$ cat config.mk
export PLATFORM = sky130hd
export DESIGN_NAME = wjd_ram
export DESIGN_NICKNAME = d
export VERILOG_FILES = /design/src/hw/rtl/wjd_ram.sv
export SDC_FILE = /design/constraint.sdc
export NUM_CORES = 1
export LEC_CHECK = 0
export BUFFER_PORTS_ARGS = -buffer_cell sky130_fd_sc_hd__buf_2
export CAP_MARGIN = 20
export CORE_ASPECT_RATIO = 1.75
export CORE_UTILIZATION = 40
export CTS_CLUSTER_SIZE = 24
export DETAILED_ROUTE_END_ITERATION = 8
export PLACE_DENSITY = 0.53
export SYNTH_ARGS = -nofsm -noshare
export SYNTH_HDL_FRONTEND = slang
export SYNTH_SLANG_ARGS = --single-unit
export TNS_END_PERCENT = 100
$ cat constraint.sdc
create_clock -name clk -period 3.3 [get_ports clk]
set_input_delay 0.99 -clock clk [delete_from_list [all_inputs] [get_ports clk]]
set_output_delay 0.99 -clock clk [all_outputs]
set_load 0.05 [all_outputs]
$ cat src/hw/rtl/wjd_ram.sv
// wjd_ram: generic simple dual-port RAM, one write port, one registered read port.
// No dependencies.
module wjd_ram #(
	parameter int WIDTH = 16,
	parameter int DEPTH = 64
) (
	input  logic                                     clk,
	input  logic                                     we,
	input  logic [((DEPTH > 1) ? $clog2(DEPTH) : 1)-1:0] waddr,
	input  logic [WIDTH-1:0]                         wdata,
	input  logic                                     re,
	input  logic [((DEPTH > 1) ? $clog2(DEPTH) : 1)-1:0] raddr,
	output logic [WIDTH-1:0]                         rdata
);

	logic [WIDTH-1:0] mem [DEPTH];
	logic [WIDTH-1:0] rdata_q;

	always_ff @(posedge clk) begin
		if (we) begin
			mem[waddr] <= wdata;
		end
		if (re) begin
			rdata_q <= mem[raddr];
		end
	end

	assign rdata = rdata_q;

endmodule

==> run summary <==
Tcrit/Tclk final: 83.3%
post-synthesis cell type count: 42
MaxCap Viol Count: 0
via/cell ratio: 5.53
Crit Path Max Fanout: 36
Flop pwr share: 54.4%
final hold vios: 0
Max Fclk: 364 MHz
layout cells sized above 1: 30.8%
antenna viol nets, final: 0
Synth top area share: 77.7%
GR Overflow Total: 0
Post-Layout Cell Count: 3497
initial core utilization: 40.4%
initial antenna violation count: 6
# Post-CTS Setup Buffers: 0
Core Box Area: 0.0995 mm²
area of the mapped netlist: 0.0402 mm²
Net Count, Synth: 1860
run status: finished, final reports clean
Residual DRC: 0
Clock Power Share: 39.5%
first-pass GRT wire length: 151000 µm
worst reg2reg path depth: 5
sw frac: 21.1%
internal power: 21.3 mW
CTS Buffer Depth: 3
Core Util, Final: 46.8%
max-slew violations: 0
PwrDens: 579 mW/mm²
final worst slack: 0.552 ns
gr usage total: 20.8%
Area Growth Syn to Fin: 15.9%
net switching power: 5.68 mW
post-synth top area cell: edfxtp_1
Synth area leaders: edfxtp_1, mux4_2, mux2i_1
total CTS buffers: 90
Yosys Warn Count: 0
Die W: 242 µm
Power, Total: 27.0 mW
combinational cell fraction of total power: 6.1%
Setup Viol. Count Final: 0
Placed Cells: 3340
Most common cell on crit path: a221oi_1
synthesized instance count: 1829
# fillers: 8233
Yosys reg bits: 1040
Mapped Avg Cell Area: 22.0 µm²
Worst Hold Depth: 1
VDD IR max: 0.335 mV
top_reg_cell synth: edfxtp_1
Tightest Pin Transition: 1.04 ns
Req. time, crit path: 3.80 ns
Final Instance Area: 0.0466 mm²
EDFF count, synth: 1040
Max-slew headroom: 30.6%
Placement Setup Slack: -0.162 ns
Worst-Skew Late Latency: 0.68 ns
NumNets Final: 2146
CP max stage cell: a221oi_1
Post-Route Setup TNS: 0 ns
slowest cell delay on critical path: 0.92 ns
CP endpoint kind: flip-flop
First-pass DRT Iterations: 5
CTS Hold Bufs: 0
CTS H-tree lvls: 3
CTS root buffer: clkbuf_16
Die H: 421 µm
asr flop ratio synth: 0%
vias in the first global route: 20500
worst hold path type: input port to flip-flop
I/O Buffers: 46
Initial DRC Count: 1291
commonest non-fill, non-tap cell in the layout: edfxtp_1
Routed WL: 105000 µm
final RePlAce weighted congestion: 0.900
CP arrival: 3.25 ns
Die Area: 0.102 mm²
TritonCTS clock tree: done
Routed wire per std cell: 30.0 µm
register area: 0.0312 mm²
HPWL after DPL: 69800 µm
most frequent cells in the layout: edfxtp_1, mux4_2, buf_4, clkbuf_16, mux2i_1
clk_skew: 0.0171 ns
PostCTS Resize Cnt: 0
Multi-input gate area: 0.00825 mm²
# rows: 153
WHS: 0.695 ns
CP startpoint kind: input port
Seq/Total Area, Yosys: 77.7%
start-to-end type of the worst setup path: input port to flip-flop
min Tclk post-route: 2.75 ns
Leak: 15.0 nW
IO Count: 47
Post-DP Area: 0.0437 mm²
worst path cell trace: buf_8, buf_12, nor2b_1, a221oi_1, a221oi_1, buf_4, a311oi_1
RSZ-0062 raised after global routing: false
largest net degree at the start of global routing: 65
clock sinks: 1040
Worst-path clk slew: 0.07 ns
via count: 19300
synthesized netlist by cell type, types with 4 or more instances:
library cell / count
buf_6: 17
nand4_1: 12
a311oi_1: 8
nor2_1: 72
a221o_1: 6
a211oi_1: 8
mux4_2: 220
nand2_1: 59
buf_12: 5
buf_4: 13
mux2_2: 27
a41oi_1: 5
and4_1: 5
buf_2: 36
a22oi_1: 39
mux2i_1: 85
a22o_1: 6
edfxtp_1: 1040
a221oi_1: 16
mux4_1: 4
clkbuf_1: 24
a21oi_1: 17
a211o_1: 8
nor2b_1: 30
a31oi_1: 8
o21ai_0: 5
nand3_1: 24
layout make-up:
type                            count  area share [%]
Multi-Input combinational cell    685            17.7
Antenna cell                        3          0.0161
Clock buffer                      115            5.36
Sequential cell                  1040            67.0
Tap cell                         1317            3.54
Timing Repair Buffer              298            5.47
Clock inverter                     39           0.870
routing by layer:
metal | GRT usage, % | vias up | share of wire, %
met5 | 0 | - | 0.032
met4 | 5.96 | 6 | 2.3
met3 | 2.76 | 114 | 3.6
met2 | 39.1 | 431 | 56
met1 | 24.7 | 10500 | 38
li1 | - | 8244 | -
critical path, delay by kind of cell:
kind,cells,cell delay [ns]
AO/OA/AOI/OAI,3,1.27
AND/OR/NAND/NOR,1,0.24
buffers and inverters,3,0.67
power by group through the flow:
stage	Combinational (mW)	Clock (mW)	Sequential, mW
final	1.63	10.6	14.7
after CTS	1.67	10.8	14.7
after floorplan	0.757	0	15.0
after global routing	1.72	11.3	14.7
after global placement	1.65	0	15.0
after detailed placement	1.66	0	15.0
cell families (layout without fill, tap and decap cells):
| logic type | after synthesis | in the layout | synth area share [%] |
|---|---|---|---|
| buffers and inverters | 104 | 452 | 1.82 |
| muxes | 336 | 336 | 15.5 |
| DFF | 1040 | 1040 | 77.7 |
| and+or+nand+nor | 220 | 220 | 2.64 |
| other | 0 | 3 | 0 |
| AOI/OAI and AO/OA | 129 | 129 | 2.40 |
state kept, by name, summed over array words and instances (netlist names):
register / cells
mem: 1024
rdata: 16
final timing paths:
kind	startpoint	endpoint	slack, ns
hold reg to reg	mem[27][5]$_DFFE_PP_	rdata[5]$_DFFE_PP_	0.95
setup reg to reg	mem[7][9]$_DFFE_PP_	rdata[9]$_DFFE_PP_	1.16
setup / recovery	raddr[0]	rdata[13]$_DFFE_PP_	0.55
hold / removal	wdata[10]	mem[6][10]$_DFFE_PP_	0.69
No activity file was read; power rests on OpenSTA's default activity.
